[config.mk]
export PLATFORM = sky130hd
export DESIGN_NAME = stripe_centroid_line_tracker_unit
export DESIGN_NICKNAME = d
export VERILOG_FILES = /design/src/design/stcl_pkg.sv /design/src/design/stcl_cfg.sv /design/src/design/stcl_front.sv /design/src/design/stcl_queue.sv /design/src/design/stcl_back.sv /design/src/design/stripe_centroid_line_tracker_unit.sv
export VERILOG_INCLUDE_DIRS = /design/src /design/src/design
export SDC_FILE = /design/constraint.sdc
export NUM_CORES = 1
export LEC_CHECK = 0
export ABC_AREA = 1
export BUFFER_PORTS_ARGS = -buffer_cell sky130_fd_sc_hd__buf_4
export CAP_MARGIN = 20
export CORE_MARGIN = 1.5
export CORE_UTILIZATION = 58
export DETAILED_ROUTE_END_ITERATION = 10
export PLACE_DENSITY = 0.8
export SLEW_MARGIN = 15
export SYNTH_ARGS = -nofsm -noshare
export SYNTH_HDL_FRONTEND = slang
export SYNTH_SLANG_ARGS = --single-unit
export TNS_END_PERCENT = 10
[constraint.sdc]
create_clock -name clk_i -period 6.6 [get_ports clk_i]
set_clock_uncertainty 0.05 [all_clocks]
set_input_delay 0 -clock clk_i [delete_from_list [all_inputs] [get_ports clk_i]]
set_output_delay 0 -clock clk_i [all_outputs]
set_load 0.05 [all_outputs]
[src/design/assert_macros.svh]
// Assertion macros shared by the stripe centroid line tracker modules.
// Each macro expects clk_i and rst_ni in the scope where it is used.
`ifndef ASSERT_MACROS_SVH
`define ASSERT_MACROS_SVH

// Checked on every rising clock edge outside of reset.
`define STCL_ASSERT(lbl, prop, msg) \
  lbl: assert property (@(posedge clk_i) disable iff (!rst_ni) prop) \
    else $error(msg);

// Checked on every rising clock edge, reset included.
`define STCL_ASSERT_NR(lbl, prop, msg) \
  lbl: assert property (@(posedge clk_i) prop) else $error(msg);

`endif

[src/design/stcl_pkg.sv]
// Package for the stripe centroid line tracker: widths, register indexes,
// reset values and the structs passed between the modules. No dependencies.
package stcl_pkg;

  localparam int unsigned MaxWidth    = 1024;
  localparam int unsigned MaxHeight   = 1024;
  localparam int unsigned MaxStripes  = 64;

  localparam int unsigned RegW        = 11;  // width and height registers
  localparam int unsigned StripesRegW = 7;
  localparam int unsigned IdxW        = 2;
  localparam int unsigned PixW        = 8;
  localparam int unsigned ColW        = 10;
  localparam int unsigned RowW        = 10;
  localparam int unsigned SidxW       = 6;
  localparam int unsigned SumW        = 30;
  localparam int unsigned CntW        = 21;
  localparam int unsigned NumW        = 32;  // 2*sum + count
  localparam int unsigned QuoW        = 11;  // centroid quotient, clamped later
  localparam int unsigned StepW       = 4;   // counts up to QuoW and RegW steps
  localparam int unsigned FifoDepth   = 2;
  localparam int unsigned OutDataW    = 32;

  typedef enum logic [IdxW-1:0] {
    REG_IMAGE_WIDTH  = 2'd0,
    REG_IMAGE_HEIGHT = 2'd1,
    REG_STRIPE_COUNT = 2'd2
  } reg_idx_e;

  localparam logic [RegW-1:0]        WidthRst   = 11'd640;
  localparam logic [RegW-1:0]        HeightRst  = 11'd480;
  localparam logic [StripesRegW-1:0] StripesRst = 7'd8;
  localparam logic [RegW-1:0]        StripeHRst = 11'(480 / 8);

  typedef struct packed {
    logic [RegW-1:0]        eff_w;
    logic [RegW-1:0]        eff_h;
    logic [StripesRegW-1:0] eff_s;
    logic [RegW-1:0]        stripe_h;
    logic                   busy;     // stripe height being recomputed
    logic                   restart;  // register written this cycle
  } stcl_cfg_t;

  typedef struct packed {
    logic [SumW-1:0]  sum;
    logic [CntW-1:0]  count;
    logic [RowW-1:0]  crow;
    logic [SidxW-1:0] sidx;
    logic             last;
  } stcl_job_t;

endpackage

[src/design/stcl_cfg.sv]
// Configuration registers, clamping and a bit-serial divider for the
// stripe height. Depends on stcl_pkg and assert_macros.svh.
`include "assert_macros.svh"

module stcl_cfg import stcl_pkg::*; (
  input  logic             clk_i,
  input  logic             rst_ni,
  input  logic             cfg_valid_i,
  output logic             cfg_ready_o,
  input  logic [IdxW-1:0]  cfg_index_i,
  input  logic [RegW-1:0]  cfg_data_i,
  output stcl_cfg_t        cfg_o
);

  logic [RegW-1:0]        width_q, height_q;
  logic [StripesRegW-1:0] scount_q;
  logic [RegW-1:0]        stripe_h_q;
  logic                   pend_q, run_q;
  logic [RegW-1:0]        rem_q, quo_q;
  logic [RegW+ColW-1:0]   dsh_q;
  logic [StepW-1:0]       step_q;

  logic                   hit;
  logic [RegW-1:0]        eff_w, eff_h;
  logic [StripesRegW-1:0] s_clamp, eff_s;
  logic                   ge;
  logic [RegW-1:0]        quo_next;

  assign cfg_ready_o = 1'b1;
  assign hit = cfg_valid_i && (reg_idx_e'(cfg_index_i) == REG_IMAGE_WIDTH ||
                               reg_idx_e'(cfg_index_i) == REG_IMAGE_HEIGHT ||
                               reg_idx_e'(cfg_index_i) == REG_STRIPE_COUNT);

  always_comb begin
    eff_w = width_q;
    if (width_q == '0) eff_w = RegW'(1);
    else if (width_q > RegW'(MaxWidth)) eff_w = RegW'(MaxWidth);
    eff_h = height_q;
    if (height_q == '0) eff_h = RegW'(1);
    else if (height_q > RegW'(MaxHeight)) eff_h = RegW'(MaxHeight);
    s_clamp = scount_q;
    if (scount_q == '0) s_clamp = StripesRegW'(1);
    else if (scount_q > StripesRegW'(MaxStripes)) s_clamp = StripesRegW'(MaxStripes);
    // The height is below the stripe count here, so it fits the narrower field.
    eff_s = ({4'b0, s_clamp} > eff_h) ? eff_h[StripesRegW-1:0] : s_clamp;
  end

  assign ge       = {{ColW{1'b0}}, rem_q} >= dsh_q;
  assign quo_next = {quo_q[RegW-2:0], ge};

  always_ff @(posedge clk_i or negedge rst_ni) begin
    if (!rst_ni) begin
      width_q    <= WidthRst;
      height_q   <= HeightRst;
      scount_q   <= StripesRst;
      stripe_h_q <= StripeHRst;
      pend_q     <= 1'b0;
      run_q      <= 1'b0;
      rem_q      <= '0;
      quo_q      <= '0;
      dsh_q      <= '0;
      step_q     <= '0;
    end else begin
      if (cfg_valid_i) begin
        unique case (reg_idx_e'(cfg_index_i))
          REG_IMAGE_WIDTH:  width_q  <= cfg_data_i;
          REG_IMAGE_HEIGHT: height_q <= cfg_data_i;
          REG_STRIPE_COUNT: scount_q <= cfg_data_i[StripesRegW-1:0];
          default: ;
        endcase
      end
      if (hit) begin
        pend_q <= 1'b1;
        run_q  <= 1'b0;
      end else if (pend_q) begin
        // Registers have settled, so the clamped values are current.
        pend_q <= 1'b0;
        run_q  <= 1'b1;
        rem_q  <= eff_h;
        dsh_q  <= {4'b0, eff_s, {ColW{1'b0}}};
        quo_q  <= '0;
        step_q <= StepW'(RegW);
      end else if (run_q) begin
        if (ge) rem_q <= rem_q - dsh_q[RegW-1:0];
        quo_q  <= quo_next;
        dsh_q  <= dsh_q >> 1;
        step_q <= step_q - StepW'(1);
        if (step_q == StepW'(1)) begin
          run_q      <= 1'b0;
          stripe_h_q <= (quo_next == '0) ? RegW'(1) : quo_next;
        end
      end
    end
  end

  always_comb begin
    cfg_o.eff_w    = eff_w;
    cfg_o.eff_h    = eff_h;
    cfg_o.eff_s    = eff_s;
    cfg_o.stripe_h = stripe_h_q;
    cfg_o.busy     = pend_q | run_q;
    cfg_o.restart  = hit;
  end

  `STCL_ASSERT(a_stripe_h_nonzero, stripe_h_q != '0, "stripe height is zero")

endmodule

[src/design/stcl_front.sv]
// Front end: takes pixels, tracks column, row and stripe, accumulates
// count and column sum, and queues one job per stripe. Depends on stcl_pkg.
`include "assert_macros.svh"

module stcl_front import stcl_pkg::*; (
  input  logic            clk_i,
  input  logic            rst_ni,
  input  stcl_cfg_t       cfg_i,
  input  logic            pix_valid_i,
  output logic            pix_ready_o,
  input  logic [PixW-1:0] pix_i,
  input  logic            full_i,
  output logic            push_o,
  output stcl_job_t       job_o
);

  logic [ColW-1:0]  col_q;
  logic [RowW-1:0]  row_q, start_q;
  logic [SidxW-1:0] sidx_q;
  logic [SumW-1:0]  sum_q, sum_n;
  logic [CntW-1:0]  cnt_q, cnt_n;

  logic             accept, row_end, last_row, more_stripes, stripe_end;
  logic [RegW-1:0]  col_p1, end_row, rows_in;

  // Every transfer may close a stripe, so a free queue slot is required.
  // A register write restarts the frame, so no pixel is taken in that cycle.
  assign pix_ready_o = !cfg_i.busy && !cfg_i.restart && !full_i;
  assign accept      = pix_valid_i && pix_ready_o;

  always_comb begin
    sum_n = sum_q;
    cnt_n = cnt_q;
    if (pix_i != '0) begin
      sum_n = sum_q + SumW'(col_q);
      cnt_n = cnt_q + CntW'(1);
    end
    col_p1       = {1'b0, col_q} + RegW'(1);
    row_end      = col_p1 >= cfg_i.eff_w;
    end_row      = {1'b0, row_q} + RegW'(1);
    last_row     = end_row >= cfg_i.eff_h;
    rows_in      = end_row - {1'b0, start_q};
    more_stripes = ({1'b0, sidx_q} + StripesRegW'(1)) < cfg_i.eff_s;
    stripe_end   = row_end && (last_row || (more_stripes && rows_in >= cfg_i.stripe_h));
  end

  assign push_o     = accept && stripe_end;
  assign job_o.sum  = sum_n;
  assign job_o.count = cnt_n;
  assign job_o.crow = start_q + rows_in[RowW:1];
  assign job_o.sidx = sidx_q;
  assign job_o.last = last_row;

  always_ff @(posedge clk_i or negedge rst_ni) begin
    if (!rst_ni) begin
      col_q   <= '0;
      row_q   <= '0;
      start_q <= '0;
      sidx_q  <= '0;
      sum_q   <= '0;
      cnt_q   <= '0;
    end else if (cfg_i.restart) begin
      col_q   <= '0;
      row_q   <= '0;
      start_q <= '0;
      sidx_q  <= '0;
      sum_q   <= '0;
      cnt_q   <= '0;
    end else if (accept) begin
      col_q <= row_end ? '0 : col_p1[ColW-1:0];
      if (stripe_end) begin
        sum_q <= '0;
        cnt_q <= '0;
      end else begin
        sum_q <= sum_n;
        cnt_q <= cnt_n;
      end
      if (row_end) begin
        if (stripe_end && last_row) begin
          row_q   <= '0;
          start_q <= '0;
          sidx_q  <= '0;
        end else begin
          row_q <= end_row[RowW-1:0];
          if (stripe_end) begin
            start_q <= end_row[RowW-1:0];
            sidx_q  <= sidx_q + SidxW'(1);
          end
        end
      end
    end
  end

  `STCL_ASSERT(a_sidx_in_range, {1'b0, sidx_q} < cfg_i.eff_s, "stripe index past count")

endmodule

[src/design/stcl_queue.sv]
// Short register queue of stripe jobs between the front and back ends.
// Depends on stcl_pkg and assert_macros.svh.
`include "assert_macros.svh"

module stcl_queue import stcl_pkg::*; (
  input  logic      clk_i,
  input  logic      rst_ni,
  input  logic      push_i,
  input  stcl_job_t job_i,
  output logic      full_o,
  input  logic      pop_i,
  output logic      empty_o,
  output stcl_job_t job_o
);

  localparam int unsigned PtrW = (FifoDepth > 1) ? $clog2(FifoDepth) : 1;
  localparam int unsigned FillW = $clog2(FifoDepth + 1);

  stcl_job_t        mem_q [FifoDepth];
  logic [PtrW-1:0]  wr_q, rd_q;
  logic [FillW-1:0] fill_q;

  assign full_o  = fill_q == FillW'(FifoDepth);
  assign empty_o = fill_q == '0;
  assign job_o   = mem_q[rd_q];

  always_ff @(posedge clk_i) begin
    if (push_i) mem_q[wr_q] <= job_i;
  end

  always_ff @(posedge clk_i or negedge rst_ni) begin
    if (!rst_ni) begin
      wr_q   <= '0;
      rd_q   <= '0;
      fill_q <= '0;
    end else begin
      if (push_i) wr_q <= (wr_q == PtrW'(FifoDepth - 1)) ? '0 : wr_q + PtrW'(1);
      if (pop_i)  rd_q <= (rd_q == PtrW'(FifoDepth - 1)) ? '0 : rd_q + PtrW'(1);
      if (push_i && !pop_i)      fill_q <= fill_q + FillW'(1);
      else if (pop_i && !push_i) fill_q <= fill_q - FillW'(1);
    end
  end

  `STCL_ASSERT(a_no_overflow, push_i |-> !full_o, "job pushed into full queue")
  `STCL_ASSERT(a_no_underflow, pop_i |-> !empty_o, "job popped from empty queue")

endmodule

[src/design/stcl_back.sv]
// Back end: divides each stripe's column sum by its count one quotient bit
// per cycle, tracks the previous centre and holds the output register.
// Depends on stcl_pkg and assert_macros.svh.
`include "assert_macros.svh"

module stcl_back import stcl_pkg::*; (
  input  logic             clk_i,
  input  logic             rst_ni,
  input  stcl_cfg_t        cfg_i,
  input  logic             empty_i,
  input  stcl_job_t        job_i,
  output logic             pop_o,
  output logic             out_valid_o,
  input  logic             out_ready_i,
  output logic [ColW-1:0]  out_col_o,
  output logic [RowW-1:0]  out_row_o,
  output logic [SidxW-1:0] out_sidx_o,
  output logic             out_seen_o,
  output logic             out_last_o
);

  typedef enum logic [2:0] {
    S_IDLE = 3'b001,
    S_DIV  = 3'b010,
    S_OUT  = 3'b100
  } back_state_e;

  back_state_e      state_q, state_d;
  logic [NumW-1:0]  rem_q, dsh_q;
  logic [QuoW-1:0]  quo_q;
  logic [StepW-1:0] step_q;
  logic [RowW-1:0]  crow_q;
  logic [SidxW-1:0] sidx_q;
  logic             last_q, seen_q;
  logic [ColW-1:0]  prev_q;
  logic             prev_init_q;

  logic             out_valid_q, out_seen_q, out_last_q;
  logic [ColW-1:0]  out_col_q;
  logic [RowW-1:0]  out_row_q;
  logic [SidxW-1:0] out_sidx_q;

  logic [ColW-1:0]  w_max, prev_eff, col_sel;
  logic             ge, out_free;

  assign w_max    = cfg_i.eff_w[ColW-1:0] - ColW'(1);
  // A fresh frame starts from the middle of the current width.
  assign prev_eff = prev_init_q ? cfg_i.eff_w[ColW:1] : prev_q;
  assign ge       = rem_q >= dsh_q;
  assign out_free = !out_valid_q || out_ready_i;
  assign pop_o    = (state_q == S_IDLE) && !empty_i;

  always_comb begin
    if (seen_q) col_sel = (quo_q > {1'b0, w_max}) ? w_max : quo_q[ColW-1:0];
    else        col_sel = (prev_eff > w_max) ? w_max : prev_eff;
  end

  always_comb begin
    state_d = state_q;
    unique case (state_q)
      S_IDLE: if (!empty_i) state_d = (job_i.count == '0) ? S_OUT : S_DIV;
      S_DIV:  if (step_q == StepW'(1)) state_d = S_OUT;
      S_OUT:  if (out_free) state_d = S_IDLE;
      default: state_d = S_IDLE;
    endcase
    if (cfg_i.restart) state_d = S_IDLE;
  end

  always_ff @(posedge clk_i or negedge rst_ni) begin
    if (!rst_ni) begin
      state_q     <= S_IDLE;
      prev_q      <= '0;
      prev_init_q <= 1'b1;
      out_valid_q <= 1'b0;
    end else begin
      state_q <= state_d;
      if (cfg_i.restart) begin
        prev_init_q <= 1'b1;
      end else if (state_q == S_OUT && out_free) begin
        prev_q      <= col_sel;
        prev_init_q <= last_q;
      end
      if (state_q == S_OUT && out_free && !cfg_i.restart) out_valid_q <= 1'b1;
      else if (out_ready_i)                                out_valid_q <= 1'b0;
    end
  end

  always_ff @(posedge clk_i) begin
    if (pop_o) begin
      crow_q <= job_i.crow;
      sidx_q <= job_i.sidx;
      last_q <= job_i.last;
      seen_q <= job_i.count != '0;
      rem_q  <= {job_i.sum, 1'b0} + NumW'(job_i.count);
      dsh_q  <= {job_i.count, 1'b0, {(QuoW-1){1'b0}}};
      quo_q  <= '0;
      step_q <= StepW'(QuoW);
    end else if (state_q == S_DIV) begin
      if (ge) rem_q <= rem_q - dsh_q;
      quo_q  <= {quo_q[QuoW-2:0], ge};
      dsh_q  <= dsh_q >> 1;
      step_q <= step_q - StepW'(1);
    end
    if (state_q == S_OUT && out_free) begin
      out_col_q  <= col_sel;
      out_row_q  <= crow_q;
      out_sidx_q <= sidx_q;
      out_seen_q <= seen_q;
      out_last_q <= last_q;
    end
  end

  assign out_valid_o = out_valid_q;
  assign out_col_o   = out_col_q;
  assign out_row_o   = out_row_q;
  assign out_sidx_o  = out_sidx_q;
  assign out_seen_o  = out_seen_q;
  assign out_last_o  = out_last_q;

  `STCL_ASSERT(a_div_ends, (state_q == S_DIV && step_q == StepW'(1) && !cfg_i.restart) |=> state_q == S_OUT, "divider did not finish")

endmodule

[src/design/stripe_centroid_line_tracker_unit.sv]
// Top level of the stripe centroid line tracker: configuration, pixel front
// end, job queue and centroid back end. Depends on stcl_pkg and all stcl_* modules.
//
//   channel  direction  transfer moves
//   s_axis   in         one pixel of the binary image, raster order
//   m_axis   out        one stripe result: centre column, row, stripe index
//   cfg      in         one register write (width, height, stripe count)
//
// Pixels are taken one per cycle while the two-entry job queue has room and
// the configuration is settled. A stripe with line pixels passes through the
// back end's idle, bit-serial centroid divider and output states, an empty
// one skips the divider; short stripes back up the queue and stall the pixel
// side. After reset the block runs at once; a register write takes no pixel
// in its own cycle nor after it while the stripe height is worked out. A
// stalled result waits in the output register.
module stripe_centroid_line_tracker_unit import stcl_pkg::*; (
  input  logic                clk_i,
  input  logic                rst_ni,
  input  logic                s_axis_tvalid_i,
  output logic                s_axis_tready_o,
  input  logic [PixW-1:0]     s_axis_tdata_i,   // [7:0] pixel_value
  output logic                m_axis_tvalid_o,
  input  logic                m_axis_tready_i,
  output logic [OutDataW-1:0] m_axis_tdata_o,   // [9:0] center_col, [19:10] center_row,
                                                // [25:20] stripe_number, rest zero
  output logic [0:0]          m_axis_tuser_o,   // [0] line_seen
  output logic                m_axis_tlast_o,
  input  logic                cfg_valid_i,
  output logic                cfg_ready_o,
  input  logic [IdxW-1:0]     cfg_index_i,
  input  logic [RegW-1:0]     cfg_data_i
);

  stcl_cfg_t        cfg;
  stcl_job_t        push_job, pop_job;
  logic             push, pop, full, empty;
  logic [ColW-1:0]  out_col;
  logic [RowW-1:0]  out_row;
  logic [SidxW-1:0] out_sidx;
  logic             out_seen;

  stcl_cfg u_cfg (
    .clk_i       (clk_i),
    .rst_ni      (rst_ni),
    .cfg_valid_i (cfg_valid_i),
    .cfg_ready_o (cfg_ready_o),
    .cfg_index_i (cfg_index_i),
    .cfg_data_i  (cfg_data_i),
    .cfg_o       (cfg)
  );

  stcl_front u_front (
    .clk_i       (clk_i),
    .rst_ni      (rst_ni),
    .cfg_i       (cfg),
    .pix_valid_i (s_axis_tvalid_i),
    .pix_ready_o (s_axis_tready_o),
    .pix_i       (s_axis_tdata_i),
    .full_i      (full),
    .push_o      (push),
    .job_o       (push_job)
  );

  stcl_queue u_queue (
    .clk_i   (clk_i),
    .rst_ni  (rst_ni),
    .push_i  (push),
    .job_i   (push_job),
    .full_o  (full),
    .pop_i   (pop),
    .empty_o (empty),
    .job_o   (pop_job)
  );

  stcl_back u_back (
    .clk_i       (clk_i),
    .rst_ni      (rst_ni),
    .cfg_i       (cfg),
    .empty_i     (empty),
    .job_i       (pop_job),
    .pop_o       (pop),
    .out_valid_o (m_axis_tvalid_o),
    .out_ready_i (m_axis_tready_i),
    .out_col_o   (out_col),
    .out_row_o   (out_row),
    .out_sidx_o  (out_sidx),
    .out_seen_o  (out_seen),
    .out_last_o  (m_axis_tlast_o)
  );

  assign m_axis_tdata_o = {{(OutDataW - ColW - RowW - SidxW){1'b0}}, out_sidx, out_row, out_col};
  assign m_axis_tuser_o = out_seen;

endmodule
==> results.json <==
{
  "cts_inserted_buffers": 48,
  "syn_avg_cell_area_um2": 8.29,
  "viasPerCell": 5.72,
  "regToRegStartpoint": "u_front.row_q[0]",
  "cts_root_buffer": "clkbuf_16",
  "yosys_warnings": 0,
  "synth-main-ff-cell": "edfxtp_1",
  "cts_buffer_depth": 3,
  "track_usage": 0.296,
  "reg2reg_depth": 26,
  "r2r_end": "u_queue.mem_q[1][39]",
  "internal_power_w": 0.00735,
  "core_area_um2": 45200,
  "cp_slowest_cell": "nor2_4",
  "antenna_found_initial": 0,
  "yosysUniqueCellTypes": 58,
  "chipHeight_um": 217,
  "stdcell_count": 3895,
  "antennaDiodeCount": 0,
  "clock-sinks": 451,
  "slowest_delay_ns": 0.51,
  "drc_errors": 0,
  "grt_max_degree": 80,
  "drv_cap": 0,
  "cts_setup_buffers": 0,
  "p_clk_frac": 0.220,
  "critPathTopFamily": "simple AND/OR/NAND/NOR gates",
  "reg2reg_slack_ns": 0.89,
  "routed_wl_um": 69100,
  "yosysTopAreaCell": "edfxtp_1",
  "place.port_buffers": 55,
  "p_per_area_nw_per_um2": 439,
  "sequentialPowerShare": 0.315,
  "arrival_ns": 5.93,
  "yosys.area.top_type_share": 0.267,
  "worstMarginPinSlew_ns": 1.00,
  "hold_depth": 8,
  "ant_nets": 0,
  "fin_crit_sh": 0.865,
  "drt-initial-drc-count": 1762,
  "netlist_area_um2": 26500,
  "grt_pass1_vias": 21400,
  "hold_start": "s_axis_tdata_i[7]",
  "rsz0062_at_grt": "no",
  "maxSlewHeadroom": 0.333,
  "yosysMostFrequentCell": "nand2_1",
  "yosys-top-cells-count": "nand2_1, inv_1, o21ai_0, edfxtp_1, nor2_1",
  "setup_viol": 0,
  "tns_ns": 0,
  "period_needed_ns": 5.71,
  "final-hold-violation-count": 0,
  "swShare": 0.429,
  "io_pins": 63,
  "firstDrtPassIters": 6,
  "power.leakage_nw": 13.5,
  "worstSkewPairLatency_ns": 0.61,
  "synthTopCellsByArea": "edfxtp_1, dfrtp_1, nand2_1",
  "cts_resized": 0,
  "grt_overflow": 0,
  "cpMostUsedCell": "nand2_1",
  "layout-drive-gt1-share": 0.0649,
  "routabilityCongestion": 0.934,
  "ir_drop_v": 0.000291,
  "htreeDepth": 2,
  "async_flop_share": 0.421,
  "status": "finished, final reports clean",
  "cts_tree": "built",
  "crit_type": "reg2reg",
  "clk_pin_slew_ns": 0.06,
  "synth_edf_count": 235,
  "area_delta_synth_final_pct": 10.8,
  "nNetsFinal": 3455,
  "hp-class": "in2reg",
  "drv_slew": 0,
  "avgRoutedWirePerCell_um": 17.7,
  "path_buf_inv": 4,
  "hold_end": "u_queue.mem_q[1][45]",
  "max_freq_ghz": 0.175,
  "grt_pass1_wl_um": 111000,
  "synthCells": 3193,
  "worst_ep_required_time_ns": 6.82,
  "fp.dieW_um": 217,
  "seq_area_frac_synth": 0.467,
  "placed_cells": 3782,
  "vias": 22300,
  "die_area_um2": 46900,
  "startpoint_type": "register",
  "startpoint": "u_front.row_q[0]",
  "synth_seq_cells": 451,
  "dp.final_hpwl_um": 50600,
  "cp-end-kind": "register",
  "pwr-share-comb": 0.464,
  "p_sw_w": 0.00553,
  "crit_fanout": 51,
  "final_core_util": 0.649,
  "start_util": 0.586,
  "num_rows": 78
}
==> power by group through the flow <==
stage / Clock, W / Sequential [W] / Combinational [W]
global route: 0.00297 / 0.00412 / 0.00674
detailed placement: 0 / 0.00410 / 0.00582
finish: 0.00284 / 0.00406 / 0.00598
floorplan: 0 / 0.00402 / 0.00429
CTS: 0.00287 / 0.00405 / 0.00589
global placement: 0 / 0.00408 / 0.00571
==> layout make-up <==
type / instances / area (um2)
repair buffers: 97 / 845
well taps: 600 / 751
multi-input cells: 2254 / 12200
clock inverters: 26 / 350
inverters: 403 / 1520
flip-flops and latches: 451 / 12300
fillers: 3700 / 15900
clock buffers: 64 / 1300
==> cells by family (layout without fill, tap and decap cells) <==
family                     Yosys count  after routing  synth area share
AOI/OAI and AO/OA                  594            594             0.122
adders and majority gates          174            174            0.0840
buffers and inverters              493            590            0.0732
and+or+nand+nor                   1382           1382             0.221
DFF                                451            451             0.467
muxes                                7              7           0.00270
other                                2              7          0.000284
xor gates and xnor gates            90             90            0.0301
==> stage by stage <==
stage                     hold WS [ns]  area [um2]  setup slack (ns)  power, W
after floorplan                 -0.346       26500             0.955   0.00832
after global placement         -0.0785       27400             0.996   0.00979
after detailed placement       -0.0738       27400             0.903   0.00992
after CTS                       0.0410       29300             0.902    0.0128
after global routing             0.104       29300             0.370    0.0138
final                           0.0652       29300             0.891    0.0129
==> tightest hold or removal path, stage by stage <==
cell,delay [ns]
buf_4,0.08
nor2_1,0.03
nand2_1,0.04
nor2_1,0.04
buf_4,0.19
nand2_1,0.07
o21ai_0,0.07
inv_1,0.08
==> placed cells by master, fill, tap and decap left out, types with 7 or more instances in the layout <==
cell type / instances
dfrtp_1: 176
edfxtp_1: 235
inv_2: 8
o21ai_1: 25
clkbuf_16: 48
o21ai_0: 249
nand3_1: 160
a31oi_1: 9
a21oi_1: 201
nand2_2: 9
and2_1: 11
nand3b_1: 12
bufinv_16: 7
nor4_1: 19
clkbuf_1: 12
nand4_1: 59
a21o_1: 11
o22ai_1: 49
dfstp_2: 13
xor2_1: 63
nor3_1: 37
ha_1: 168
nor2_1: 205
o211ai_1: 10
o21a_1: 14
xnor2_1: 26
dfxtp_1: 26
conb_1: 7
inv_1: 391
nand2_1: 834
clkinv_2: 9
o21bai_1: 11
dlygate4sd3_1: 21
buf_4: 71
or2_2: 10
==> repair_timing <==
item	CTS	global route
endpoints found under the hold margin	110	0
setup endpoints to repair	0	0
hold buffers	22	0
==> routing by layer <==
layer / track usage / wire length [um] / up-vias
met5: 0 / 0 / -
met4: 0.150 / 3570 / 0
met3: 0.0376 / 3810 / 184
met2: 0.484 / 32600 / 744
met1: 0.389 / 29200 / 10600
li1: - / - / 10800
==> worst max path at each step <==
stage | endpoint | cells after the start
2_1_floorplan | u_queue.mem_q[1][0] | 26
3_3_place_gp | u_queue.mem_q[1][41] | 28
3_5_place_dp | u_queue.mem_q[1][41] | 26
4_1_cts | u_queue.mem_q[1][39] | 26
5_1_grt | u_queue.mem_q[1][18] | 28
6_report | u_queue.mem_q[1][39] | 26
==> flip-flops by register name (all words and copies together), names as in the netlist, 7 cells and up <==
signal	count
u_front.row_q	10
u_cfg.height_q	11
u_queue.mem_q	136
u_front.sum_q	30
u_back.out_col_o	10
u_front.cnt_q	21
u_front.col_q	10
u_back.prev_q	10
u_front.start_q	10
u_back.quo_q	11
u_back.out_row_o	10
u_cfg.scount_q	7
u_cfg.width_q	11
u_cfg.dsh_q	17
u_cfg.quo_q	10
u_cfg.stripe_h_q	11
u_cfg.rem_q	11
u_back.rem_q	32
u_back.dsh_q	32
u_back.crow_q	10
(Power assumes the default switching activity.)
